`src/design/integer_to_ascii_formatter_core_macros.svh`:
```
// Assertion helpers, clocked on clk and held off during rst.
`ifndef INTEGER_TO_ASCII_FORMATTER_CORE_MACROS_SVH
`define INTEGER_TO_ASCII_FORMATTER_CORE_MACROS_SVH

// Same-cycle implication.
`define ITAF_ASSERT_NOW(lbl, ante, cons, msg) \
  lbl: assert property (@(posedge clk) disable iff (rst) (ante) |-> (cons)) else $error(msg);

// Next-cycle implication.
`define ITAF_ASSERT_NEXT(lbl, ante, cons, msg) \
  lbl: assert property (@(posedge clk) disable iff (rst) (ante) |=> (cons)) else $error(msg);

`endif

```
`src/design/itaf_pkg.sv`:
```
`default_nettype none

package itaf_pkg;

  localparam logic [1:0] ACT_SDEC = 2'd0;
  localparam logic [1:0] ACT_UDEC = 2'd1;
  localparam logic [1:0] ACT_HEX  = 2'd2;
  localparam logic [1:0] ACT_PTR  = 2'd3;

  localparam logic [1:0] K_DEC = 2'd0;
  localparam logic [1:0] K_HEX = 2'd1;
  localparam logic [1:0] K_PTR = 2'd2;
  localparam logic [1:0] K_NIL = 2'd3;

  localparam logic [7:0] CH_0     = 8'h30;
  localparam logic [7:0] CH_LA    = 8'h61;
  localparam logic [7:0] CH_UA    = 8'h41;
  localparam logic [7:0] CH_X     = 8'h78;
  localparam logic [7:0] CH_MINUS = 8'h2d;
  localparam logic [7:0] CH_LPAR  = 8'h28;
  localparam logic [7:0] CH_N     = 8'h6e;
  localparam logic [7:0] CH_I     = 8'h69;
  localparam logic [7:0] CH_L     = 8'h6c;
  localparam logic [7:0] CH_RPAR  = 8'h29;

  localparam int CountW = 31;
  localparam logic [CountW-1:0] COUNT_MAX = {CountW{1'b1}};

  typedef struct packed {
    logic [1:0] kind;
    logic       upper;
    logic       neg;
  } itaf_ctrl_t;

  function automatic logic [7:0] hex_char(input logic [3:0] d, input logic up);
    logic [7:0] r;
    if (d < 4'd10) begin
      r = CH_0 + {4'd0, d};
    end else if (up) begin
      r = CH_UA + {4'd0, d - 4'd10};
    end else begin
      r = CH_LA + {4'd0, d - 4'd10};
    end
    return r;
  endfunction

  function automatic logic [2:0] pfx_len(input logic [1:0] kind, input logic neg);
    logic [2:0] r;
    case (kind)
      K_DEC:   r = neg ? 3'd1 : 3'd0;
      K_PTR:   r = 3'd2;
      K_NIL:   r = 3'd5;
      default: r = 3'd0;
    endcase
    return r;
  endfunction

  function automatic logic [7:0] pfx_char(input logic [1:0] kind, input logic [2:0] idx);
    logic [7:0] r;
    case (kind)
      K_DEC: r = CH_MINUS;
      K_PTR: r = (idx == 3'd0) ? CH_0 : CH_X;
      K_NIL: begin
        case (idx)
          3'd0:    r = CH_LPAR;
          3'd1:    r = CH_N;
          3'd2:    r = CH_I;
          3'd3:    r = CH_L;
          default: r = CH_RPAR;
        endcase
      end
      default: r = CH_0;
    endcase
    return r;
  endfunction

endpackage

`default_nettype wire

```
`src/design/itaf_front.sv`:
```
`default_nettype none

module itaf_front
  import itaf_pkg::*;
#(
  parameter int VALUE_WIDTH = 64
) (
  input  wire logic                   clk,
  input  wire logic                   rst,
  input  wire logic                   s_valid,
  output logic                        s_ready,
  input  wire logic [1:0]             s_action,
  input  wire logic                   s_upper,
  input  wire logic [63:0]            s_value,
  output logic                        q_valid,
  output itaf_ctrl_t                  q_ctrl,
  output logic [VALUE_WIDTH-1:0]      q_mag,
  input  wire logic                   q_pop
);

  logic [VALUE_WIDTH-1:0] v;
  itaf_ctrl_t             c_ctrl;
  logic [VALUE_WIDTH-1:0] c_mag;

  itaf_ctrl_t             ctrl_mem [2];
  logic [VALUE_WIDTH-1:0] mag_mem  [2];
  logic                   wr_ptr;
  logic                   rd_ptr;
  logic [1:0]             level;
  logic                   push;

  always_comb begin
    v            = s_value[VALUE_WIDTH-1:0];
    c_ctrl.kind  = K_DEC;
    c_ctrl.upper = 1'b0;
    c_ctrl.neg   = 1'b0;
    c_mag        = v;
    case (s_action)
      ACT_SDEC: begin
        c_ctrl.neg = v[VALUE_WIDTH-1];
        if (v[VALUE_WIDTH-1]) begin
          c_mag = ~v + {{(VALUE_WIDTH-1){1'b0}}, 1'b1};
        end
      end
      ACT_UDEC: c_ctrl.kind = K_DEC;
      ACT_HEX: begin
        c_ctrl.kind  = K_HEX;
        c_ctrl.upper = s_upper;
      end
      ACT_PTR:  c_ctrl.kind = (v == '0) ? K_NIL : K_PTR;
      default:  c_ctrl.kind = K_DEC;
    endcase
  end

  assign s_ready = (level != 2'd2);
  assign push    = s_valid && s_ready;
  assign q_valid = (level != 2'd0);
  assign q_ctrl  = ctrl_mem[rd_ptr];
  assign q_mag   = mag_mem[rd_ptr];

  always_ff @(posedge clk) begin
    if (push) begin
      ctrl_mem[wr_ptr] <= c_ctrl;
      mag_mem[wr_ptr]  <= c_mag;
    end
  end

  always_ff @(posedge clk) begin
    if (rst) begin
      wr_ptr <= 1'b0;
      rd_ptr <= 1'b0;
      level  <= 2'd0;
    end else begin
      if (push) begin
        wr_ptr <= ~wr_ptr;
      end
      if (q_pop) begin
        rd_ptr <= ~rd_ptr;
      end
      level <= level + {1'b0, push} - {1'b0, q_pop};
    end
  end

endmodule

`default_nettype wire

```
`src/design/itaf_back.sv`:
```
`default_nettype none

module itaf_back
  import itaf_pkg::*;
#(
  parameter int VALUE_WIDTH = 64
) (
  input  wire logic                   clk,
  input  wire logic                   rst,
  input  wire logic                   q_valid,
  input  wire itaf_ctrl_t             q_ctrl,
  input  wire logic [VALUE_WIDTH-1:0] q_mag,
  output logic                        q_pop,
  output logic                        m_valid,
  input  wire logic                   m_ready,
  output logic [7:0]                  m_char,
  output logic                        m_last,
  output logic [CountW-1:0]           m_count
);

  localparam int DecDigs = (VALUE_WIDTH * 30103) / 100000 + 1;
  localparam int HexDigs = (VALUE_WIDTH + 3) / 4;
  localparam int Digs    = (DecDigs > HexDigs) ? DecDigs : HexDigs;
  localparam int BcdW    = 4 * Digs;
  localparam int IterW   = $clog2(VALUE_WIDTH + 1);
  localparam int RemW    = $clog2(Digs + 1);

  localparam logic [2:0] S_IDLE = 3'd0;
  localparam logic [2:0] S_CONV = 3'd1;
  localparam logic [2:0] S_SKIP = 3'd2;
  localparam logic [2:0] S_PFX  = 3'd3;
  localparam logic [2:0] S_EMIT = 3'd4;

  logic [2:0]             state, state_next;
  itaf_ctrl_t             ctrl, ctrl_next;
  logic [VALUE_WIDTH-1:0] bin, bin_next;
  logic [BcdW-1:0]        bcd, bcd_next;
  logic [BcdW-1:0]        bcd_adj;
  logic [IterW-1:0]       iter, iter_next;
  logic [RemW-1:0]        rem, rem_next;
  logic [2:0]             pidx, pidx_next;
  logic                   valid_next;
  logic [7:0]             char_next;
  logic                   last_next;
  logic [CountW-1:0]      count, count_next;
  logic                   emit;
  logic                   out_free;
  logic [3:0]             top;
  logic [3:0]             d;

  assign out_free = !m_valid || m_ready;
  assign top      = bcd[BcdW-1 -: 4];

  always_comb begin
    for (int i = 0; i < Digs; i++) begin
      d = bcd[4*i +: 4];
      bcd_adj[4*i +: 4] = (d >= 4'd5) ? d + 4'd3 : d;
    end
  end

  always_comb begin
    state_next = state;
    ctrl_next  = ctrl;
    bin_next   = bin;
    bcd_next   = bcd;
    iter_next  = iter;
    rem_next   = rem;
    pidx_next  = pidx;
    q_pop      = 1'b0;
    emit       = 1'b0;
    char_next  = m_char;
    last_next  = m_last;
    case (state)
      S_IDLE: begin
        if (q_valid) begin
          q_pop     = 1'b1;
          ctrl_next = q_ctrl;
          bin_next  = q_mag;
          rem_next  = RemW'(Digs);
          iter_next = IterW'(VALUE_WIDTH);
          pidx_next = 3'd0;
          case (q_ctrl.kind)
            K_DEC: begin
              bcd_next   = '0;
              state_next = S_CONV;
            end
            K_NIL:   state_next = S_PFX;
            default: begin
              bcd_next   = BcdW'(q_mag);
              state_next = S_SKIP;
            end
          endcase
        end
      end
      S_CONV: begin
        bcd_next  = {bcd_adj[BcdW-2:0], bin[VALUE_WIDTH-1]};
        bin_next  = {bin[VALUE_WIDTH-2:0], 1'b0};
        iter_next = iter - IterW'(1);
        if (iter == IterW'(1)) begin
          state_next = S_SKIP;
        end
      end
      S_SKIP: begin
        if (top == 4'd0 && rem > RemW'(1)) begin
          bcd_next = {bcd[BcdW-5:0], 4'd0};
          rem_next = rem - RemW'(1);
        end else begin
          state_next = S_PFX;
        end
      end
      S_PFX: begin
        if (pidx == pfx_len(ctrl.kind, ctrl.neg)) begin
          state_next = S_EMIT;
        end else if (out_free) begin
          emit      = 1'b1;
          char_next = pfx_char(ctrl.kind, pidx);
          last_next = (ctrl.kind == K_NIL) && (pidx == 3'd4);
          pidx_next = pidx + 3'd1;
          if (last_next) begin
            state_next = S_IDLE;
          end
        end
      end
      S_EMIT: begin
        if (out_free) begin
          emit      = 1'b1;
          char_next = hex_char(top, ctrl.upper);
          last_next = (rem == RemW'(1));
          bcd_next  = {bcd[BcdW-5:0], 4'd0};
          rem_next  = rem - RemW'(1);
          if (rem == RemW'(1)) begin
            state_next = S_IDLE;
          end
        end
      end
      default: state_next = S_IDLE;
    endcase

    valid_next = emit || (m_valid && !m_ready);
    count_next = count;
    if (emit && count != COUNT_MAX) begin
      count_next = count + CountW'(1);
    end
  end

  always_ff @(posedge clk) begin
    ctrl <= ctrl_next;
    bin  <= bin_next;
    bcd  <= bcd_next;
    iter <= iter_next;
    rem  <= rem_next;
    pidx <= pidx_next;
    if (emit) begin
      m_char  <= char_next;
      m_last  <= last_next;
      m_count <= count_next;
    end
  end

  always_ff @(posedge clk) begin
    if (rst) begin
      state   <= S_IDLE;
      m_valid <= 1'b0;
      count   <= '0;
    end else begin
      state   <= state_next;
      m_valid <= valid_next;
      count   <= count_next;
    end
  end

endmodule

`default_nettype wire

```
`src/design/integer_to_ascii_formatter_core.sv`:
```
// channel  dir  tdata                               tuser                      tlast
// s_axis   in   [63:0] value                        [1:0] action, [2] upper    -
// m_axis   out  [7:0] character, [38:8] total_count -                          last char
//
// Per value at 64 bits, decimal takes a pop, VALUE_WIDTH shift-add-3 steps and the 20 digit
// slots, split between dropping leading zeros and emitting (a minus sign, if any, first),
// plus two phase changes. Hex and pointer skip the shift-add-3 steps; "(nil)" is prefix only.
// A 2-beat queue sits between input and converter; output is one register, and a beat
// that waits on m_axis_tready holds the converter whenever it has a character to emit.
// rst is synchronous and clears the queue, sequencer and running count.
`default_nettype none

`include "integer_to_ascii_formatter_core_macros.svh"

module integer_to_ascii_formatter_core
  import itaf_pkg::*;
#(
  parameter int VALUE_WIDTH = 64
) (
  input  wire logic        clk,
  input  wire logic        rst,
  input  wire logic        s_axis_tvalid,
  output logic             s_axis_tready,
  input  wire logic [63:0] s_axis_tdata,  // [63:0] value
  input  wire logic [2:0]  s_axis_tuser,  // [1:0] action, [2] upper_case
  output logic             m_axis_tvalid,
  input  wire logic        m_axis_tready,
  output logic [39:0]      m_axis_tdata,  // [7:0] character, [38:8] total_count
  output logic             m_axis_tlast
);

  logic                   q_valid;
  itaf_ctrl_t             q_ctrl;
  logic [VALUE_WIDTH-1:0] q_mag;
  logic                   q_pop;
  logic [7:0]             m_char;
  logic [CountW-1:0]      m_count;
  logic                   cnt_beat;
  logic [CountW-1:0]      cnt_inc;

  itaf_front #(.VALUE_WIDTH(VALUE_WIDTH)) u_front (
    .clk      (clk),
    .rst      (rst),
    .s_valid  (s_axis_tvalid),
    .s_ready  (s_axis_tready),
    .s_action (s_axis_tuser[1:0]),
    .s_upper  (s_axis_tuser[2]),
    .s_value  (s_axis_tdata),
    .q_valid  (q_valid),
    .q_ctrl   (q_ctrl),
    .q_mag    (q_mag),
    .q_pop    (q_pop)
  );

  itaf_back #(.VALUE_WIDTH(VALUE_WIDTH)) u_back (
    .clk     (clk),
    .rst     (rst),
    .q_valid (q_valid),
    .q_ctrl  (q_ctrl),
    .q_mag   (q_mag),
    .q_pop   (q_pop),
    .m_valid (m_axis_tvalid),
    .m_ready (m_axis_tready),
    .m_char  (m_char),
    .m_last  (m_axis_tlast),
    .m_count (m_count)
  );

  assign m_axis_tdata = {1'b0, m_count, m_char};

  assign cnt_beat = m_axis_tvalid && m_axis_tready && (m_count != COUNT_MAX);
  assign cnt_inc  = m_count + CountW'(1);

  `ITAF_ASSERT_NOW(a_pop_has_data, q_pop, q_valid, "queue popped while empty")
  `ITAF_ASSERT_NOW(a_count_nonzero, m_axis_tvalid, m_count != '0, "beat with zero count")
  `ITAF_ASSERT_NEXT(a_count_step, cnt_beat, !m_axis_tvalid || m_count == $past(cnt_inc), "count skip")

endmodule

`default_nettype wire

```
`config.mk`:
```
export PLATFORM = sky130hd
export DESIGN_NAME = integer_to_ascii_formatter_core
export DESIGN_NICKNAME = d
export VERILOG_FILES = /design/src/design/itaf_pkg.sv /design/src/design/itaf_front.sv /design/src/design/itaf_back.sv /design/src/design/integer_to_ascii_formatter_core.sv
export VERILOG_INCLUDE_DIRS = /design/src /design/src/design
export SDC_FILE = /design/constraint.sdc
export NUM_CORES = 1
export LEC_CHECK = 0
export BUFFER_PORTS_ARGS = -buffer_cell sky130_fd_sc_hd__clkbuf_2
export CORE_MARGIN = 3
export CORE_UTILIZATION = 45
export CTS_BUF_LIST = sky130_fd_sc_hd__clkbuf_16
export CTS_CLUSTER_DIAMETER = 30
export DETAILED_ROUTE_END_ITERATION = 16
export GPL_ROUTABILITY_DRIVEN = 0
export GPL_TIMING_DRIVEN = 0
export PLACE_DENSITY = 0.71
export SYNTH_ARGS = -nofsm -noshare
export SYNTH_HDL_FRONTEND = slang
export SYNTH_SLANG_ARGS = --single-unit
```
`constraint.sdc`:
```
create_clock -name clk -period 21.9 [get_ports clk]
set_clock_uncertainty 0.15 [all_clocks]
set_input_delay 4.38 -clock clk [delete_from_list [all_inputs] [get_ports clk]]
set_output_delay 4.38 -clock clk [all_outputs]
set_load 0.01 [all_outputs]
```
==> summary.txt, run 1 <==
Synth
  • Synth area leader: edfxtp_1
  • Register bit count reported by yosys: 378
  • Mapped Area: 19200 sq um
  • Post-synth EDFFs: 338
  • Synth top area share: 53.0%
  • Syn. warnings: 0
  • Sequential area share after synthesis: 57.1%
  • Post-Syn Instances: 1695
  • Avg Cell Area, Syn: 11.3 sq um
  • Synth top area cells: edfxtp_1 (53%), a21oi_1 (4.4%), dfxtp_1 (4.2%)
  • Top FF cell, synth: edfxtp_1
  • Share of flip-flops with an asynchronous set or reset: 0%
  • Synth unique cells: 65

Critical path
  • CP startpoint: s_axis_tdata[10]
  • Crit path capture: u_front.mag_mem[1][58]$_DFFE_PP_
  • WP data arrival: 7.11 ns
  • Required @ worst endpoint: 22.12 ns
  • Reg2reg path depth: 9
  • Crit path kind: in -> reg
  • Worst-path fanout max: 6
  • Worst setup SP type: input port
  • Critical path capture point type: flip-flop
  • Reg2reg setup slack: 17.23 ns
  • R2R Path End: u_back.bcd[41]$_DFFE_PP_

Final layout
  • Share of layout cells above drive strength 1: 14.9%
  • Antenna diode count: 0
  • Post-Layout Cell Count: 2488
  • # nets final: 2026
  • Most common cell after layout, fill and taps aside: edfxtp_1
  • # fillers: 3368
  • Layout area overhead: 21.2%
  • Most frequent cells in the layout: edfxtp_1 (338), a21oi_1 (169), nor2_1 (158)
  • Finished Core Util: 56.0%

STA
  • Worst Tran Pin Value: 1.19 ns
  • Relative slew slack: 20.4%
  • RSZ-0062 raised after global routing: false
  • Endpoints failing setup: 0
  • Final Hold Fails: 0
  • Period minus WS final: 6.89 ns
  • Slew Limit Fails: 0
  • Peak Freq: 145 MHz
  • Fin Setup TNS: 0 ns
  • Fin crit share: 31.5%
  • Hold_ws: 0.359 ns

Routing
  • Vias: 14200
  • Vias/cell: 5.70
  • Drc violations: 0
  • DR WL/cell: 18.9 um
  • DRT Wirelength: 46900 um
  • Initial drt markers: 1482
  • Detailed Routing Iterations Pass 1: 6
  • Post-route ant nets: 0

Run status
  • Status: complete, no violations

Floorplan
  • Num rows: 74
  • Starting Density: 46.2%
  • Core area: 41500 sq um
  • Die ar.: 45100 sq um
  • Die width: 212 um
  • Die Y: 212 um
  • I/O pin total: 114

CTS
  • Clock buffer depth: 3
  • Clock Sinks: 378
  • Setup Fix Bufs, Post-CTS: 0
  • Post-CTS Hold Fix Bufs: 0
  • CTS clk-pin slew, worst paths: 0.04 ns
  • Worst skew pair latency: 0.60 ns
  • CTS tree: yes
  • Clock buffer count from CTS: 78
  • H-tree levels: 3
  • Clock Tree Root: clkbuf_16
  • Post-cts sizing count: 0

GRT
  • Initial antenna violation count: 0
  • First-pass GRT wire length: 73100 um
  • Largest net degree at the start of global routing: 66
  • GRT Total Usage: 20.6%
  • Vias in the first global route: 13700
  • Grt ovf: 0

Pwr
  • Worst IR Drop VDD: 0.0000733 V
  • P per Cell Area: 151 nW/um^2
  • Pleak: 0.00861 uW

Min path
  • HP Class: reg -> reg

Placement
  • PortBufs: 110
  • Hpwl dp: 33300 um
  • Cell count after placement: 2345

Run
  • Max_cap viols: 0
[kinds of logic after synthesis]
group           after synthesis  synth area share, %
mux                          90                 4.86
compound gates              379                 11.6
xor+xnor                    137                 6.26
flops                       378                 57.1
buf+inv                     146                 3.00
fa+ha+maj                    62                 4.05
other cells                   1               0.0196
simple gates                502                 13.1
[cells in the mapped netlist, drive strengths merged (9+ instances only)]
library cell	count
a21oi	169
and3	12
a22oi	16
nand3	19
dfxtp	40
nor3b	22
clkbuf	54
nor3	50
xnor2	67
o221ai	30
ha	62
inv	73
nand2b	25
o21ai	108
nor2	159
a31oi	12
nor4	19
o31ai	9
nor2b	34
nand4	15
mux2i	66
mux2	24
edfxtp	338
xor2	70
nand2	108
buf	18
[how the worst min path moves through the flow]
stage	from	endpoint	slack, ns	cells past startpoint
after global placement	u_front.rd_ptr$_SDFFE_PP0P_	u_front.rd_ptr$_SDFFE_PP0P_	0.35	2
after floorplan	u_front.rd_ptr$_SDFFE_PP0P_	flip-flop	0.33	2
final	u_front.rd_ptr$_SDFFE_PP0P_	u_front.rd_ptr$_SDFFE_PP0P_	0.36	2
after global routing	u_front.ctrl_mem[0][1]$_DFFE_PP_	u_back.ctrl[1]$_DFFE_PP_	0.42	1
after detailed placement	u_front.rd_ptr$_SDFFE_PP0P_	u_front.rd_ptr$_SDFFE_PP0P_	0.35	2
after CTS	u_front.rd_ptr$_SDFFE_PP0P_	u_front.rd_ptr$_SDFFE_PP0P_	0.37	2
[stage by stage]
step,power (uW),setup slack (ns),instance area [sq um]
after floorplan,1990,10.72,19200
after global placement,2290,7.60,20400
after detailed placement,2330,14.49,20600
after CTS,3500,15.10,23200
after global routing,3690,14.84,23200
final,3500,15.01,23200
[registers in the layout, summed over array words and instances (netlist names), named ones only]
register and flops:
u_back.bcd 80, u_front.rd_ptr 1, u_back.rem 5, u_back.bin 64
u_front.mag_mem 128, u_back.iter 7, u_front.wr_ptr 1, u_back.state 3
u_back.count 31, u_back.ctrl 4, u_front.ctrl_mem 8, u_back.m_count 31
u_back.m_last 1, u_back.m_valid 1, u_front.level 2, u_back.pidx 3
u_back.m_char 7
[layer usage]
layer	up-vias	GRT usage (%)	wire [um]
li1	6657	-	-
met1	6789	26.9	19600
met2	608	33.3	22000
met3	116	4.74	3810
met4	0	8.37	1520
met5	-	0	0
[layout make-up]
type                       count  area, sq um  area share [%]
buffer                        73          300            1.29
clock buffer                  79         1980            8.51
clock inverter                64          657            2.83
inverter                      73          274            1.18
multi-input combinational   1172         7680            33.0
sequential                   378        11000            47.1
tap                          532          666            2.87
timing repair buffer         117          728            3.13
[where the power goes]
group	total, uW	internal [uW]	switching, uW
registers	1280	1140	139
logic	1070	375	692
clock network	1160	766	390
[critical path, stage by stage]
cell	delay, ns
clkbuf_2	0.11
nor4_2	0.49
nand4_1	0.30
o31ai_4	0.42
a21boi_0	0.80
o21ai_0	0.26
xor2_1	0.36
No activity file was read; power rests on OpenSTA's default activity.
==> run 2: changes to the inputs <==
- clock period: 21.9 -> 6.9 ns (I/O delays scaled with it)
==> run 2 against run 1 <==
First-iteration DRC count decreased by 13%. Wire length increased by 1.7%. Global-route usage increased by 0.39 points. Critical path depth increased by 2. Worst hold slack improved by 0.018 ns. Total power increased to 3.3 times the previous value. Highest routed layer unchanged. Largest cell class unchanged. Sequential power increased to 3.2 times the previous value. Die area unchanged. Combinational power increased to 3.2 times the previous value. Via count increased by 1.1%. Non-clock buffer count unchanged.
==> summary.txt, run 2 (synthesis gave the netlist of run 1 again) <==
STA
  • Relative slew slack: 20.9% (+0.55 points)
  • Fin Setup TNS: 0 ns (unchanged)
  • Fin crit share: 70.4%
  • Worst Tran Pin Value: 1.18 ns (-0.00828 ns)
  • RSZ-0062 raised after global routing: false
  • Endpoints failing setup: 0 (unchanged)
  • Period minus WS final: 4.86 ns
  • Slew Limit Fails: 0 (unchanged)
  • Peak Freq: 206 MHz
  • Final Hold Fails: 0 (unchanged)

Critical path
  • Worst-path fanout max: 10 (+4)
  • WP data arrival: 4.99 ns (-2.12 ns)
  • Required @ worst endpoint: 7.03 ns (-15.09 ns)
  • Crit-path slowest cell: buf_1
  • Most used cell along the critical path: buf_1
  • Worst path top cell family by delay: buffers and inverters
  • Crit path kind: reg -> reg
  • CP max stage delay: 0.92 ns (+0.12 ns)
  • Critical Path, Cell by Cell: clkbuf_1 -> buf_1 -> buf_1 -> mux2i_1 -> ha_1 -> or3_1 -> clkbuf_1 -> buf_1 -> o221ai_1
  • Worst setup SP type: flip-flop
  • Critical path capture point type: flip-flop
  • Crit path buf inv count: 5 (+4)

Routing
  • Post-route ant nets: 0 (unchanged)
  • DR WL/cell: 19.2 um (+1.9%)
  • Drc violations: 0 (unchanged)
  • Detailed Routing Iterations Pass 1: 6 (unchanged)
  • Vias: 14300 (+1.1%)
  • Vias/cell: 5.77 (+1.2%)
  • DRT Wirelength: 47700 um (+1.7%)
  • Initial drt markers: 1290 (-13%)

Min path
  • HP Class: reg -> reg

CTS
  • Clock Tree Root: clkbuf_16
  • CTS tree: yes
  • Clock buffer count from CTS: 76 (-2.6%)
  • Clock buffer depth: 3 (unchanged)
  • Setup Fix Bufs, Post-CTS: 0 (unchanged)
  • Post-cts sizing count: 0 (unchanged)
  • Clock Sinks: 378 (unchanged)
  • Worst skew pair latency: 0.60 ns (about the same)
  • H-tree levels: 3 (unchanged)
  • CTS clk-pin slew, worst paths: 0.05 ns (about the same)
  • Post-CTS Hold Fix Bufs: 0 (unchanged)

Run status
  • Status: complete, no violations

Final layout
  • Finished Core Util: 56.4% (+0.42 points)
  • Post-route cell area: 23400 sq um (+0.75%)
  • Biggest register: u_front.mag_mem
  • Antenna diode count: 0 (unchanged)
  • # nets final: 2024 (-0.099%)
  • Max FFs per register: 128 (unchanged)
  • Post-Layout Cell Count: 2484 (-0.16%)
  • Share of layout cells above drive strength 1: 15.0% (+0.031 points)
  • Most common cell after layout, fill and taps aside: edfxtp_1
  • Layout area overhead: 22.1%
  • Largest regs: u_front.mag_mem (128), u_back.bcd (80), u_back.bin (64)
  • Most frequent cells in the layout: edfxtp_1 (338), a21oi_1 (169), nor2_1 (158)
  • # fillers: 3361 (-0.21%)

GRT
  • Grt ovf: 0 (unchanged)
  • Initial antenna violation count: 0 (unchanged)
  • Largest net degree at the start of global routing: 66 (unchanged)
  • First-pass GRT wire length: 74500 um (+1.9%)
  • Vias in the first global route: 14200 (+3.5%)
  • GRT Total Usage: 21.0% (+0.39 points)

Placement
  • Placed Instance Area: 20600 sq um (about the same)
  • PortBufs: 110 (unchanged)
  • Hpwl dp: 33700 um (+1.2%)
  • Cell count after placement: 2345 (unchanged)

Floorplan
  • Die ar.: 45100 sq um (unchanged)
  • Num rows: 74 (unchanged)
  • Die width: 212 um (unchanged)
  • Starting Density: 46.2% (unchanged)
  • Core area: 41500 sq um (unchanged)
  • Die Y: 212 um (unchanged)
  • I/O pin total: 114 (unchanged)

Pwr
  • Pleak: 0.00869 uW (+1.0%)
  • Worst IR Drop VDD: 0.000325 V (+340%)
  • P per Cell Area: 489 nW/um^2 (+220%)
  • Power, Total: 11400 uW (+230%)

Run
  • Max_cap viols: 0 (unchanged)
## run 2: worst register-to-register path, delay by kind of cell (launching register included)
kind / cells / cell delay (ns)
fa+ha+maj: 1 / 0.24
buf+inv: 5 / 2.93
compound gates: 1 / 0.25
flops: 1 / 0.31
simple gates: 1 / 0.11
mux: 1 / 0.55
## run 2: stage by stage
stage | hold WS [ns] | setup WS, ns
after floorplan | 0.331 | 0.879
after global placement | 0.349 | -1.22
after detailed placement | 0.368 | 2.08
after CTS | 0.381 | 2.06
after global routing | 0.437 | 1.91
final | 0.377 | 2.04
## run 2: routing by layer
| metal | vias to the layer above | GRT usage, % | routed length [um] |
|---|---|---|---|
| met1 | 6811 | 26.9 | 19700 |
| met4 | 0 | 9.77 | 2030 |
| li1 | 6655 | - | - |
| met5 | - | 0 | 0 |
| met2 | 695 | 34.4 | 22300 |
| met3 | 160 | 4.34 | 3720 |
## run 2: final timing paths
| path | depth (start not counted) | endpoint | from | slack [ns] |
|---|---|---|---|---|
| worst min-delay path | 2 | u_front.rd_ptr$_SDFFE_PP0P_ | u_front.rd_ptr$_SDFFE_PP0P_ | 0.38 |
| worst max-delay path | 9 | u_back.bcd[47]$_DFFE_PP_ | flip-flop | 2.04 |
| worst max register to register | 9 | u_back.bcd[47]$_DFFE_PP_ | flip-flop | 2.04 |
| worst min register to register | 2 | u_front.rd_ptr$_SDFFE_PP0P_ | u_front.rd_ptr$_SDFFE_PP0P_ | 0.38 |
## run 2: power by group
part	switching, uW	internal [uW]	leakage (uW)
clock	1250	2740	0.00139
combinational	2220	1190	0.00379
sequential	441	3610	0.00352
total	3910	7540	0.00869
## run 2: layout make-up
class | instances | area (sq um) | share of cell area, %
tap | 532 | 666 | 2.84
sequential | 378 | 11000 | 46.8
multi-input combinational | 1172 | 7680 | 32.8
clock inverter | 61 | 865 | 3.69
inverter | 73 | 274 | 1.17
timing repair buffer | 117 | 721 | 3.08
clock buffer | 78 | 1950 | 8.34
buffer | 73 | 300 | 1.28
